**src/rtl/core/z80ld_pkg.sv**
```systemverilog
// shared types, opcodes and controller states for the 16-bit load executor
package z80ld_pkg;

    localparam int ADDR_BITS_DEF = 16;

    localparam logic [1:0] CMD_WRITE = 2'd0;
    localparam logic [1:0] CMD_READ  = 2'd1;
    localparam logic [1:0] CMD_EXEC  = 2'd2;
    localparam logic [1:0] CMD_NONE  = 2'd3;

    localparam logic [7:0] OP_LD_NN_MASK = 8'b00110000;
    localparam logic [7:0] OP_PFX_ED     = 8'b11101101;
    localparam logic [7:0] OP_PFX_DD     = 8'b11011101;
    localparam logic [7:0] OP_PFX_FD     = 8'b11111101;
    localparam logic [7:0] OP_LD_SP_HL   = 8'b11111001;
    localparam logic [7:0] OP_LD_HL_MEM  = 8'b00101010;
    localparam logic [7:0] OP_LD_MEM_HL  = 8'b00100010;
    localparam logic [7:0] OP_LD_HL_NN   = 8'b00100001;
    localparam logic [7:0] OP_PUSH_HL    = 8'b11100101;
    localparam logic [7:0] OP_POP_HL     = 8'b11100001;

    typedef struct packed {
        logic [1:0]  cmd;
        logic [15:0] mem_addr;
        logic [7:0]  mem_data;
    } t_in_beat;

    typedef struct packed {
        logic [4:0]  t_states;
        logic [7:0]  mem_byte;
        logic [15:0] pc_value;
        logic [15:0] sp_value;
        logic [15:0] af_value;
        logic [15:0] bc_value;
        logic [15:0] de_value;
        logic [15:0] hl_value;
        logic [15:0] ix_value;
        logic [15:0] iy_value;
    } t_out_beat;

    typedef enum logic [3:0] {
        ST_IDLE, ST_CLEAR, ST_HOST, ST_F0, ST_F1, ST_F2, ST_F3,
        ST_DEC, ST_D0, ST_D1, ST_DONE, ST_OUT
    } t_state;

    // register selection codes
    typedef enum logic [2:0] {
        RS_BC, RS_DE, RS_HL, RS_SP, RS_AF, RS_IX, RS_IY
    } t_rsel;

    typedef enum logic [2:0] {
        K_NONE, K_IMM, K_LOAD, K_STORE, K_SPLD, K_PUSH, K_POP
    } t_kind;

    typedef struct packed {
        t_kind       kind;
        t_rsel       rsel;
        logic        imm23;   // operand in bytes 2..3
        logic [2:0]  len;
        logic [4:0]  tst;
    } t_decode;

    // commands from controller to datapath
    typedef struct packed {
        logic        mem_en;
        logic        mem_we;
        logic [1:0]  asel;     // 0 host, 1 pc+k, 2 operand+k, 3 stack
        logic [1:0]  aoff;
        logic [1:0]  lidx;      // slot for the fetched opcode byte
        logic        wsel_hi;   // high byte: of value on stores, into r_hi on data capture
        logic        wsel_host;
        logic        lat_fetch; // capture fetched byte at slot lidx
        logic        lat_data;  // capture data byte
        logic        commit;
        logic        sp_dec;
        logic        sp_inc;
        logic        clr;
    } t_cmd;

    typedef struct packed {
        t_decode dec;
        logic    clr_last;
    } t_status;

    function automatic t_decode decode(input logic [7:0] b0, input logic [7:0] b1);
        t_decode d;
        d = '{kind: K_NONE, rsel: RS_BC, imm23: 1'b0, len: 3'd0, tst: 5'd0};
        if ((b0 & ~OP_LD_NN_MASK) == 8'h01) begin
            d = '{K_IMM, t_rsel'({1'b0, b0[5:4]}), 1'b0, 3'd3, 5'd10};
        end else if (b0 == OP_LD_HL_MEM) begin
            d = '{K_LOAD, RS_HL, 1'b0, 3'd3, 5'd16};
        end else if (b0 == OP_LD_MEM_HL) begin
            d = '{K_STORE, RS_HL, 1'b0, 3'd3, 5'd16};
        end else if (b0 == OP_LD_SP_HL) begin
            d = '{K_SPLD, RS_HL, 1'b0, 3'd1, 5'd6};
        end else if ((b0 & ~OP_LD_NN_MASK) == 8'hC5) begin
            d = '{K_PUSH, (b0[5:4] == 2'd3) ? RS_AF : t_rsel'({1'b0, b0[5:4]}),
                  1'b0, 3'd1, 5'd11};
        end else if ((b0 & ~OP_LD_NN_MASK) == 8'hC1) begin
            d = '{K_POP, (b0[5:4] == 2'd3) ? RS_AF : t_rsel'({1'b0, b0[5:4]}),
                  1'b0, 3'd1, 5'd10};
        end else if (b0 == OP_PFX_ED) begin
            if ((b1 & 8'hCF) == 8'h4B)
                d = '{K_LOAD, t_rsel'({1'b0, b1[5:4]}), 1'b1, 3'd4, 5'd20};
            else if ((b1 & 8'hCF) == 8'h43)
                d = '{K_STORE, t_rsel'({1'b0, b1[5:4]}), 1'b1, 3'd4, 5'd20};
        end else if (b0 == OP_PFX_DD || b0 == OP_PFX_FD) begin
            d.rsel = (b0 == OP_PFX_DD) ? RS_IX : RS_IY;
            d.imm23 = 1'b1;
            unique case (b1)
                OP_LD_HL_NN:  begin d.kind = K_IMM;   d.len = 3'd4; d.tst = 5'd14; end
                OP_LD_HL_MEM: begin d.kind = K_LOAD;  d.len = 3'd4; d.tst = 5'd20; end
                OP_LD_MEM_HL: begin d.kind = K_STORE; d.len = 3'd4; d.tst = 5'd20; end
                OP_LD_SP_HL:  begin d.kind = K_SPLD;  d.len = 3'd2; d.tst = 5'd10; end
                OP_PUSH_HL:   begin d.kind = K_PUSH;  d.len = 3'd2; d.tst = 5'd15; end
                OP_POP_HL:    begin d.kind = K_POP;   d.len = 3'd2; d.tst = 5'd14; end
                default:      d.kind = K_NONE;
            endcase
        end
        return d;
    endfunction

endpackage

```
**src/rtl/core/z80ld_ctrl.sv**
```systemverilog
// controller sequencing the memory clear, host access, fetch, data access and result hand-off
module z80ld_ctrl import z80ld_pkg::*; (
    input  logic     i_clk,
    input  logic     i_rst_n,
    input  logic     i_valid,
    output logic     o_ready,
    input  t_in_beat i_beat,
    input  t_status  i_status,
    output t_cmd     o_cmd,
    output logic     o_capture,
    output logic     o_read_cmd,
    output logic     o_exec
);
    t_state r_state, n_state;
    logic [1:0] r_cmd, n_cmd;

    always_ff @(posedge i_clk) begin
        if (!i_rst_n) begin
            r_state <= ST_CLEAR;
            r_cmd <= CMD_WRITE;
        end else begin
            r_state <= n_state;
            r_cmd <= n_cmd;
        end
    end

    always_comb begin
        n_state = r_state;
        n_cmd = r_cmd;
        o_cmd = '0;
        o_ready = 1'b0;
        o_capture = 1'b0;
        o_read_cmd = (r_cmd == CMD_READ);
        o_exec = (r_cmd == CMD_EXEC);
        o_cmd.asel = 2'd1;
        unique case (r_state)
            ST_CLEAR: begin
                o_cmd.clr = 1'b1; o_cmd.mem_en = 1'b1; o_cmd.mem_we = 1'b1;
                if (i_status.clr_last) n_state = ST_IDLE;
            end
            ST_IDLE: begin
                o_ready = 1'b1;
                o_cmd.asel = 2'd0;
                if (i_valid) begin
                    n_cmd = i_beat.cmd;
                    if (i_beat.cmd == CMD_EXEC) begin
                        o_cmd.mem_en = 1'b1; o_cmd.asel = 2'd1; o_cmd.aoff = 2'd0;
                        n_state = ST_F0;
                    end else begin
                        o_cmd.mem_en = (i_beat.cmd != CMD_NONE);
                        o_cmd.mem_we = (i_beat.cmd == CMD_WRITE);
                        o_cmd.wsel_host = 1'b1;
                        n_state = ST_HOST;
                    end
                end
            end
            ST_HOST: n_state = ST_DONE;
            ST_F0: begin
                o_cmd.lat_fetch = 1'b1; o_cmd.lidx = 2'd0;
                n_state = ST_F1;
                o_cmd.mem_en = 1'b1; o_cmd.aoff = 2'd1;
            end
            ST_F1: begin
                o_cmd.lat_fetch = 1'b1; o_cmd.lidx = 2'd1;
                o_cmd.mem_en = 1'b1; o_cmd.aoff = 2'd2;
                n_state = ST_F2;
            end
            ST_F2: begin
                o_cmd.lat_fetch = 1'b1; o_cmd.lidx = 2'd2;
                o_cmd.mem_en = 1'b1; o_cmd.aoff = 2'd3;
                n_state = ST_F3;
            end
            ST_F3: begin
                o_cmd.lat_fetch = 1'b1; o_cmd.lidx = 2'd3;
                n_state = ST_DEC;
            end
            ST_DEC: begin
                // first data access: low byte (loads, stores, pop) or high (push)
                unique case (i_status.dec.kind)
                    K_LOAD: begin
                        o_cmd.mem_en = 1'b1; o_cmd.asel = 2'd2; o_cmd.aoff = 2'd0;
                        n_state = ST_D0;
                    end
                    K_STORE: begin
                        o_cmd.mem_en = 1'b1; o_cmd.mem_we = 1'b1; o_cmd.asel = 2'd2;
                        n_state = ST_D0;
                    end
                    K_PUSH: begin
                        o_cmd.mem_en = 1'b1; o_cmd.mem_we = 1'b1; o_cmd.asel = 2'd3;
                        o_cmd.sp_dec = 1'b1; o_cmd.wsel_hi = 1'b1;
                        n_state = ST_D0;
                    end
                    K_POP: begin
                        o_cmd.mem_en = 1'b1; o_cmd.asel = 2'd3; o_cmd.sp_inc = 1'b1;
                        n_state = ST_D0;
                    end
                    default: begin
                        o_cmd.commit = 1'b1;
                        n_state = ST_DONE;
                    end
                endcase
            end
            ST_D0: begin
                unique case (i_status.dec.kind)
                    K_LOAD: begin
                        o_cmd.lat_data = 1'b1;
                        o_cmd.mem_en = 1'b1; o_cmd.asel = 2'd2; o_cmd.aoff = 2'd1;
                    end
                    K_STORE: begin
                        o_cmd.mem_en = 1'b1; o_cmd.mem_we = 1'b1; o_cmd.asel = 2'd2;
                        o_cmd.aoff = 2'd1; o_cmd.wsel_hi = 1'b1;
                    end
                    K_PUSH: begin
                        o_cmd.mem_en = 1'b1; o_cmd.mem_we = 1'b1; o_cmd.asel = 2'd3;
                        o_cmd.sp_dec = 1'b1;
                    end
                    default: begin
                        o_cmd.lat_data = 1'b1;
                        o_cmd.mem_en = 1'b1; o_cmd.asel = 2'd3; o_cmd.sp_inc = 1'b1;
                    end
                endcase
                n_state = ST_D1;
            end
            ST_D1: begin
                if (i_status.dec.kind == K_LOAD || i_status.dec.kind == K_POP) begin
                    o_cmd.lat_data = 1'b1; o_cmd.wsel_hi = 1'b1;
                end
                n_state = ST_DONE;
            end
            ST_DONE: begin
                // memory forms update pc (and, for loads and pops, the target register) once data access is over
                if (r_cmd == CMD_EXEC &&
                    (i_status.dec.kind inside {K_LOAD, K_POP, K_STORE, K_PUSH}))
                    o_cmd.commit = 1'b1;
                o_capture = 1'b1;
                n_state = ST_OUT;
            end
            ST_OUT: n_state = ST_IDLE;
            default: n_state = ST_IDLE;
        endcase
    end
endmodule

```
**config.mk**
```make
export PLATFORM = sky130hd
export DESIGN_NAME = z80ld_ctrl
export DESIGN_NICKNAME = d
export VERILOG_FILES = /design/src/rtl/core/z80ld_pkg.sv /design/src/rtl/core/z80ld_ctrl.sv
export SDC_FILE = /design/constraint.sdc
export NUM_CORES = 1
export LEC_CHECK = 0
export ABC_AREA = 0
export BUFFER_PORTS_ARGS = -buffer_cell sky130_fd_sc_hd__buf_2
export CORE_MARGIN = 3
export CORE_UTILIZATION = 36
export CTS_CLUSTER_DIAMETER = 40
export CTS_CLUSTER_SIZE = 10
export DETAILED_ROUTE_END_ITERATION = 16
export PLACE_DENSITY = 0.79
export RECOVER_POWER = 100
export SETUP_SLACK_MARGIN = 0.02
export SYNTH_ARGS = -nofsm -noshare
export SYNTH_HDL_FRONTEND = slang
export SYNTH_SLANG_ARGS = --single-unit
```
**constraint.sdc**
```tcl
create_clock -name i_clk -period 1.5 [get_ports i_clk]
set_input_delay 0.15 -clock i_clk [delete_from_list [all_inputs] [get_ports i_clk]]
set_output_delay 0.15 -clock i_clk [all_outputs]
set_load 0.1 [all_outputs]
```
==> flow_results.org, run 1 <==
** Synth
- Synthesis produced a netlist with a net count of 140.
- After Yosys synthesis, and, or, nand and nor cells account for 41.4% of the synthesized area.
- In the synthesized netlist, the number of instances is 95.
- The average instance in the mapped netlist occupies 7.28 sq um.
- After Yosys synthesis, full adders, half adders and majority gates account for 0% of the synthesized area.
- Sequential cells were found to cover 17.4% of the synthesized design area.
- Synthesis Warnings :: 0
- Total of flip-flops plus latches after synthesis :: 6
- Number of library cell types mapped by synthesis :: 39
- Multiplexer cells account for 0% of the synthesized area.
- Parity-gate share of the synthesized area counting xor and xnor cells :: 3.80%
- Synthesized-area fraction occupied by ao, oa, aoi and oai cells :: 30.7%
- After synthesis, the largest family of logic cells by area is simple AND/OR/NAND/NOR gates.
- Combined area of all synthesized cells :: 692 sq um

** Floorplanning
- Starting density of the core :: 39.2%
- For this design the top-level I/O count stands at 65.
- Die Ht :: 49.8 um
- Row count :: 15
- Horizontal die dimension :: 49.8 um

** Place
- Summing all placed instances gives a cell area of 1440 sq um.
- Summed over all nets, the half-perimeter wirelength after detailed placement is 2.09 mm.
- Number of buffers added on ports :: 28
- The congestion estimate from routability-driven global placement came to 0.822.

** Clock network
- Num CTS Buffers :: 3
- In this run the number of H-tree levels came out at 1.
- The tree is rooted in a sky130_fd_sc_hd__clkbuf_4.
- The clock drives 6 sinks.
- Post-cts hold buffer count :: 0
- The clock passes through at most 2 buffers.

** Run status
- The tool reported: "[ERROR DPL-0038] Utilization greater than 100%, impossible to legalize".
- The flow did not finish.
- Stop stage :: global routing

** Global routing
- Pin count of the biggest net entering global routing :: 17

** Timing
- After the last repair the worst path ends at an output port.
- The global-route repair_timing pass left the worst setup endpoint at o_cmd[12].
-- repair_timing --
item	4_1_cts
gates resized for setup	46
pin swaps	18
setup endpoints to repair	19
setup buffers	9
-- Yosys cell counts, drive strengths merged --
| master | instances | share of area (%) |
|---|---|---|
| a22oi | 1 | 1.1 |
| a21bo | 1 | 1.4 |
| clkbuf | 2 | 1.1 |
| inv | 3 | 1.6 |
| a2111oi | 1 | 1.3 |
| o22ai | 1 | 0.90 |
| a32oi | 1 | 1.3 |
| nor3b | 3 | 3.3 |
| or4 | 1 | 1.1 |
| o221ai | 1 | 1.3 |
| nand3 | 1 | 0.72 |
| nor4bb | 1 | 1.4 |
| and3b | 1 | 1.3 |
| nor2 | 6 | 3.3 |
| and2 | 3 | 2.7 |
| nand2b | 5 | 4.5 |
| a21oi | 3 | 2.2 |
| and4b | 1 | 1.4 |
| o211ai | 3 | 3.3 |
| a21boi | 4 | 4.3 |
| or3 | 1 | 0.90 |
| xnor2 | 3 | 3.8 |
| o21a | 2 | 2.2 |
| o31ai | 2 | 2.2 |
| or2 | 1 | 0.90 |
| nand3b | 1 | 1.1 |
| o21ai | 8 | 5.8 |
| nor2b | 5 | 4.5 |
| buf | 5 | 4.0 |
| dfxtp | 6 | 17 |
| a31oi | 4 | 3.6 |
| nand2 | 8 | 4.3 |
| nor3 | 1 | 0.72 |
| nor4 | 1 | 3.1 |
| and3 | 3 | 2.7 |
| nor4b | 1 | 3.4 |
-- kinds of logic after synthesis --
family / count (synthesis)
AOI/OAI and AO/OA: 32
and+or+nand+nor: 44
DFF: 6
xor gates and xnor gates: 3
buffers and inverters: 10
-- per-stage QoR --
step	setup WS, ns	hold slack, ns	util [%]	cells	TNS, ns
detailed placement	-0.220	0.382	81.3	163	-0.928
global placement	-0.118	0.378	81.3	163	-0.516
CTS	-0.326	0.128	95.4	175	-3.05
floorplan	-1.38	0.238	-	95	-8.46
==> run 2: changes to the inputs <==
==> config.mk (replaced) <==
export PLATFORM = sky130hd
export DESIGN_NAME = z80ld_ctrl
export DESIGN_NICKNAME = d
export VERILOG_FILES = /design/src/rtl/core/z80ld_pkg.sv /design/src/rtl/core/z80ld_ctrl.sv
export SDC_FILE = /design/constraint.sdc
export NUM_CORES = 1
export LEC_CHECK = 0
export ABC_AREA = 0
export BUFFER_PORTS_ARGS = -buffer_cell sky130_fd_sc_hd__buf_2
export CORE_AREA = 3 3 64 66
export DETAILED_ROUTE_END_ITERATION = 16
export DIE_AREA = 0 0 67 69
export PLACE_DENSITY_LB_ADDON = 0.15
export RECOVER_POWER = 100
export SYNTH_ARGS = -nofsm -noshare
export SYNTH_HDL_FRONTEND = slang
export SYNTH_SLANG_ARGS = --single-unit
==> flow_results.org, run 2 <==
** Detailed routing
- Once detail routing completed, the nets flagged for antenna violations numbered 0.
- Using the TritonRoute via totals, the vias-per-cell ratio works out to 4.48.
- Residual DRC count :: 0
- Violation count after the first detailed-routing iteration :: 20
- Vias after detailed routing :: 910
- The final layout contains routed wiring with a total length of 2.60 mm.
- First-pass iteration count of the detailed router :: 4
- Dividing the detail-routed wire length by the instance count gives 12.8 um.

** Critical path
- The worst setup path is of the flop to output pin kind.
- Worst setup SP type :: flop
- At the worst endpoint, the required time is 1.35 ns.
- STA classifies the critical path endpoint as an output pin.
- WP data arrival :: 1.61 ns
- In this run the worst path has a maximum fanout of 4.

** Job
- Max capacitance violation total :: 0

** Place
- HPWL reported at the end of detailed placement :: 2.11 mm
- Place WS :: -0.145 ns
- Post-DP Area :: 1520 sq um
- Number of buffers added on ports :: 28
- Routability-driven placement congestion ratio :: 0.813
- Placed Cells incl. Taps :: 193

** Power
- Across the VDD grid, the largest voltage drop is 0.000766 V.
- PnR Total Power :: 0.00244 W
- Leakage :: 0.676 nW
- Power spread over the standard cell area amounts to 1430 nW/um^2.

** Clock network
- Clock tree from TritonCTS :: yes
- Clk sinks :: 6
- Clock root buffer :: sky130_fd_sc_hd__clkbuf_8
- No sink is reached through more buffers than the 2 on the longest clock path.
- Num CTS Buffers :: 3
- CTS built an H-tree with a depth of 1.
- Clock-pin slew on the worst setup and hold paths :: 0.04 ns
- The clock reaches the later pin of the worst-skew pair after 0.23 ns.

** Timing
- Transition time at the pin with the least slew margin :: 0.544 ns
- Setup repair after global routing missed its margin :: true
- Achievable clock frequency :: 569 MHz
- Final-report setup violation count :: 15
- The routed design could run at a clock period as short as 1.76 ns.
- Final setup margin :: -0.259 ns
- WHS :: 0.126 ns
- The number of slew-limit violations in the final report came to 0.
- The worst path uses 117% of the clock period.
- Worst clock skew :: 0.00125 ns
- Total count of hold-check failures in the final report :: 0
- The worst pin sits at a relative slew slack of 63.9%.

** Final layout
- Antenna Diode Count :: 0
- The layout has 363 filler cells.
- Layout-stage area growth over the synthesis result :: 146%
- Of the cells placed in the final design, the portion with a size suffix greater than 1 is 71.0%.
- Counting flops per register, the top entry is r_state.
- Flip-flop count of the largest register, all copies and words added :: 4
- In the final layout, the registers with the most flip-flops are r_state: 4 flops, r_cmd: 2 flops.
- Final instance area :: 1700 sq um
- Post-layout net count :: 201
- Commonest cells after routing, fill and taps aside :: 26 x sky130_fd_sc_hd__buf_4, 15 x sky130_fd_sc_hd__buf_12, 11 x sky130_fd_sc_hd__buf_6
- Most frequent standard cell in the layout excluding fill and tap cells :: sky130_fd_sc_hd__buf_4
- For this run, the number of standard cells in the final layout without fillers is 203.

** Synth
- Ys flop type :: sky130_fd_sc_hd__dfxtp_1
- Number of library cell types mapped by synthesis :: 39
- Dominant cells by area after synthesis :: sky130_fd_sc_hd__dfxtp_1 17%, sky130_fd_sc_hd__o21ai_0 5.8%, sky130_fd_sc_hd__nand2b_1 4.5%
- Mean instance size in the synthesized netlist :: 7.28 sq um
- Counting every net in the synthesized netlist gives 140.
- Combined area of all synthesized cells :: 692 sq um
- Ranked by instance count, the synthesized netlist is headed by 8 x sky130_fd_sc_hd__nand2_1, 8 x sky130_fd_sc_hd__o21ai_0, 6 x sky130_fd_sc_hd__dfxtp_1, 6 x sky130_fd_sc_hd__nor2_1.
- Sequential cell area fraction in the yosys report :: 17.4%
- Number of cells produced by synthesis :: 95
- FFs w/ async S/R, synth :: 0%
- Summed over all instances, the cell type with the most area after synthesis is sky130_fd_sc_hd__dfxtp_1.
- After synthesis the netlist holds a flip-flop and latch count of 6.
- Yosys printed 0 warnings.
- The synthesized design devotes to its leading area cell type 17.4% of total area.
- The synthesized design contains 0 enable-type register cells.

** Floorplanning
- Row count :: 22
- Die Ht :: 69 um
- The die covers 4620 sq um.
- Core region area :: 3630 sq um
- Starting density of the core :: 19.0%
- Horizontal die dimension :: 67 um
- Top-Level Pins :: 65

** Global routing
- The first global-routing pass estimated 4.37 mm of wire.
- After global routing the overflow that remains totals 0.
- Gr usage total :: 11.9%
- Vias in the first global route :: 908
- Entering global routing, the biggest net connects 11 pins.
- Initial antenna violation count :: 0

** Run status
- Failing checks :: negative setup slack
- Outcome :: complete, but fails checks

** Worst hold path
- The min-delay analysis places its worst path in the category input pin to flop.
run 2: layer usage:
layer | up-vias | part of all wire, % | routed length [um] | global-route usage (%)
met2 | 23 | 50 | 1310 | 19.2
met5 | - | 0 | 0 | 0
met1 | 416 | 45 | 1180 | 16.1
li1 | 469 | - | - | -
met3 | 2 | 3.8 | 99 | 2.44
met4 | 0 | 0.46 | 12 | 2.70
run 2: power by group:
part	switching (W)	total [W]	internal [W]
registers	0.0000465	0.000241	0.000194
logic	0.00116	0.00193	0.000770
clock network	0.0000795	0.000263	0.000184
run 2: cell families after synthesis:
| logic type | synth area share (%) |
|---|---|
| AOI/OAI and AO/OA | 30.7 |
| buffers and inverters | 6.69 |
| and+or+nand+nor | 41.4 |
| DFF | 17.4 |
| xor gates and xnor gates | 3.80 |
run 2: critical path, stage by stage (launching register included):
cell                       delay, ns
sky130_fd_sc_hd__dfxtp_4        0.36
sky130_fd_sc_hd__buf_6          0.12
sky130_fd_sc_hd__nor4_4         0.32
sky130_fd_sc_hd__a32oi_1        0.17
sky130_fd_sc_hd__o211ai_1       0.18
sky130_fd_sc_hd__buf_12         0.22
run 2: final cells by class:
cell class	count	area, sq um	share of cell area (%)
multi-input cells	79	777	45.7
clock buffers	4	45.0	2.65
inverters	3	15.0	0.882
well taps	48	60.1	3.53
flip-flops and latches	6	131	7.72
repair buffers	63	673	39.6
run 2: final timing paths:
path                     from    endpoint  slack, ns  cells after the start
hold / removal    i_status[0]  r_state[0]       0.13                      2
setup reg to reg   r_state[1]    r_cmd[1]      -0.02                      7
hold reg to reg      r_cmd[1]    r_cmd[1]       0.66                      2
setup / recovery   r_state[1]   o_cmd[15]      -0.26                      5
run 2: repair_timing:
| action | in CTS | in global routing |
|---|---|---|
| endpoints found under the setup margin | 15 | 17 |
| hold buffers | 0 | 0 |
| setup buffers | 5 | 1 |
| pin swaps | 11 | 5 |
| gates resized for setup | 31 | 6 |
run 2: metrics by stage:
step	setup TNS [ns]	utilization, %
2_1_floorplan	-8.45	-
3_3_place_gp	-0.650	41.7
3_5_place_dp	-0.816	41.7
4_1_cts	-2.58	46.9
5_1_grt	-3.63	46.8
6_report	-2.47	46.8
(Power assumes the default switching activity.)
==> run 3: changes to the inputs <==
--- a/config.mk
+++ b/config.mk
@@ -7,11 +7,12 @@
 export LEC_CHECK = 0
 export ABC_AREA = 0
 export BUFFER_PORTS_ARGS = -buffer_cell sky130_fd_sc_hd__buf_2
-export CORE_AREA = 3 3 64 66
+export CORE_AREA = 2 2 63 65
 export DETAILED_ROUTE_END_ITERATION = 16
-export DIE_AREA = 0 0 67 69
+export DIE_AREA = 0 0 65 67
 export PLACE_DENSITY_LB_ADDON = 0.15
 export RECOVER_POWER = 100
+export SETUP_SLACK_MARGIN = 0.15
 export SYNTH_ARGS = -nofsm -noshare
 export SYNTH_HDL_FRONTEND = slang
 export SYNTH_SLANG_ARGS = --single-unit
==> flow_results.org, run 3 (synthesized netlist as in run 2, its figures left out) <==
** Job
- The tool flagged a number of max-cap violations equal to 0.

** Timing
- Final-report setup violation count :: 16
- Minimum clock period after layout :: 1.76 ns
- Setup repair after global routing missed its margin :: true
- Measured against its own limit, the worst slew margin works out to 68.5%.
- Worst clock skew :: 0.00299 ns
- Achievable clock frequency :: 567 MHz
- The number of slew-limit violations in the final report came to 0.
- Transition time at the pin with the least slew margin :: 0.469 ns
- The number of failing hold endpoints at the final stage came to 0.
- Period utilisation layout :: 118%
- Final setup margin :: -0.265 ns

** Critical path
- Maximum single-stage delay on the critical path :: 0.35 ns
- Reg2reg start :: r_state[2]
- Worst path most repeated cell :: sky130_fd_sc_hd__buf_4
- CP Launch Point :: r_state[2]
- In this run the worst path has a maximum fanout of 5.
- Ordered cell list for the critical path :: buf_6, nor4_4, buf_4, buf_4, and3_4, buf_12
- Required time at the endpoint of the critical path :: 1.35 ns
- WP data arrival :: 1.61 ns
- For this design, the slowest cell found on the critical path is sky130_fd_sc_hd__dfxtp_4.
- For the worst flop-to-flop path, the logic depth is 7.
- Kind of critical path :: flop to output pin
- In this run the critical register-to-register path is captured at r_cmd[0].
- STA classifies the critical path endpoint as an output pin.
- Reg2reg setup slack :: 0.04 ns
- Buf+Inv Stages, Crit Path :: 4
- In this run the worst setup path terminates at o_cmd[6].
- Worst setup SP type :: flop
- Crit path max-delay family :: buffers and inverters
- The critical path crosses 6 cells after its start point.

** Floorplanning
- In this run the horizontal extent of the chip is 65 um.
- From bottom edge to top edge, the die measures 67 um.
- Core region area :: 3610 sq um
- Row count :: 22
- Overall die area :: 4360 sq um
- Top-Level Pins :: 65
- Starting density of the core :: 19.2%

** Worst hold path
- The worst hold path belongs to the class input pin to flop.
- Along the worst hold path, the cell count comes to 2.

** Detailed routing
- Wire length reported by the detailed router :: 2.63 mm
- Violation count after the first detailed-routing iteration :: 3
- Vias after detailed routing :: 978
- The highest layer touched by signal routing is met4.
- Using the TritonRoute via totals, the vias-per-cell ratio works out to 4.57.
- The pre-antenna-repair detailed-routing pass consisted of 3 iterations.
- Count of nets left with antenna violations after detail routing :: 0
- Post-detailed-route wirelength per cell :: 12.3 um
- Total met3 wirelength after detailed routing :: 123 um
- Residual DRC count :: 0
- The detailed router put a total of 1.11 mm of wire on met1.
- Summed over all nets, wire length on met2 after detailed routing comes to 1.37 mm.

** Clock network
- CTS built an H-tree with a depth of 1.
- The tree is rooted in a sky130_fd_sc_hd__clkbuf_8.
- Clock-pin slew on the worst setup and hold paths :: 0.04 ns
- Post-cts hold buffer count :: 0
- Clock tree synthesis found a total of 6 sinks.
- The longest clock path from root to sink contains 2 buffers.
- Num CTS Buffers :: 3
- TritonCTS built the clock tree.
- For the worst-skew pair, the clock arrives at the later sink with an insertion delay of 0.23 ns.

** Global routing
- The first global-routing pass estimated 4.51 mm of wire.
- The via count of the first global-routing pass came to 957.
- Pin count of the biggest net entering global routing :: 10
- Global routing used 13.3% of the available tracks across all layers.
- Aggregate global routing overflow :: 0
- The initial antenna violation count came to 0.

** Run status
- Outcome :: complete, but fails checks
- The checks that failed: negative setup slack.

** Final layout
- The library cell used most frequently in the layout, excluding fill and tap cells, is sky130_fd_sc_hd__buf_4.
- The area growth from synthesis to layout is 176%.
- Post-layout net count :: 212
- Top Registers :: r_state: 4 flops, r_cmd: 2 flops
- Cells with a size suffix above 1 make up 75.9% of the layout.
- The register with the most flip-flops in the layout has 4 of them.
- Antenna Diode Count :: 0
- Area of the multi-input gates :: 841 sq um
- The register with the most flip-flops in the final layout is r_state.
- The count of cells in the finished layout, fillers not included, comes to 214.
- The sequential cells in the finished layout cover a total of 134 sq um.
- Number of fill cells in the layout :: 335
- Commonest cells after routing, fill and taps aside :: 34 x sky130_fd_sc_hd__buf_4, 17 x sky130_fd_sc_hd__buf_12, 13 x sky130_fd_sc_hd__buf_6

** Place
- During placement, the flow inserted port buffers numbering 28.
- Placed Cells incl. Taps :: 194
- Routability-driven placement finished with a final weighted congestion of 0.833.
- Detailed placement ended at an HPWL of 2.02 mm.

** Power
- IR analysis of the VDD net gives a maximum drop of 0.000645 V.
- Power spread over the standard cell area amounts to 1380 nW/um^2.
- PnR Total Power :: 0.00263 W
- Summed over all cells, the static leakage comes to 0.779 nW.
-- run 3: changes by cell type in the layout (fill, tap and decap cells not counted), moves of 2 or more --
cell	before	now
sky130_fd_sc_hd__nand2b_4	1	3
sky130_fd_sc_hd__buf_12	15	17
sky130_fd_sc_hd__clkbuf_2	2	0
sky130_fd_sc_hd__buf_6	11	13
sky130_fd_sc_hd__nand2_2	2	0
sky130_fd_sc_hd__buf_4	26	34
-- run 3: per-layer routing --
| metal | up-vias | GRT usage, % |
|---|---|---|
| li1 | 493 | - |
| met1 | 459 | 16.2 |
| met2 | 22 | 23.3 |
| met3 | 4 | 3.38 |
| met4 | 0 | 3.19 |
| met5 | - | 0 |
-- run 3: cell type report --
type	count	share of cell area, %
well taps	48	3.15
inverters	3	0.786
flip-flops and latches	6	7.01
multi-input cells	79	44.0
clock buffers	4	2.36
repair buffers	74	42.7
-- run 3: worst min-delay path by stage --
stage,start,to,slack [ns]
after floorplan,i_rst_n,r_state[0],0.24
after global placement,i_status[0],r_state[0],0.36
after detailed placement,i_status[0],r_state[0],0.38
after CTS,i_status[0],r_state[0],0.14
after global routing,i_status[0],r_state[0],0.16
final,i_status[0],r_state[0],0.14
-- run 3: what timing repair did --
action	in CTS	in global routing
gates cloned	1	0
setup buffers	8	7
setup endpoints to repair	19	22
pin swaps	16	9
gates resized for setup	40	11
hold endpoints to repair	0	0
-- run 3: power by group --
group	switching (W)	leakage, nW	internal, W
logic	0.00122	0.704	0.000912
registers	0.0000461	0.0517	0.000195
clock network	0.0000763	0.0228	0.000183
-- run 3: stage by stage --
step                util [%]  setup slack, ns  instance area [sq um]  hold WS, ns  TNS, ns
floorplan                  -            -1.38                    912        0.238    -8.46
CTS                     50.1           -0.282                   1810        0.142    -2.81
detailed placement      42.9          -0.0986                   1550        0.382   -0.529
global route            52.9           -0.322                   1910        0.157    -3.74
finish                  52.9           -0.265                   1910        0.145    -2.82
global placement        42.9           -0.112                   1550        0.365   -0.559
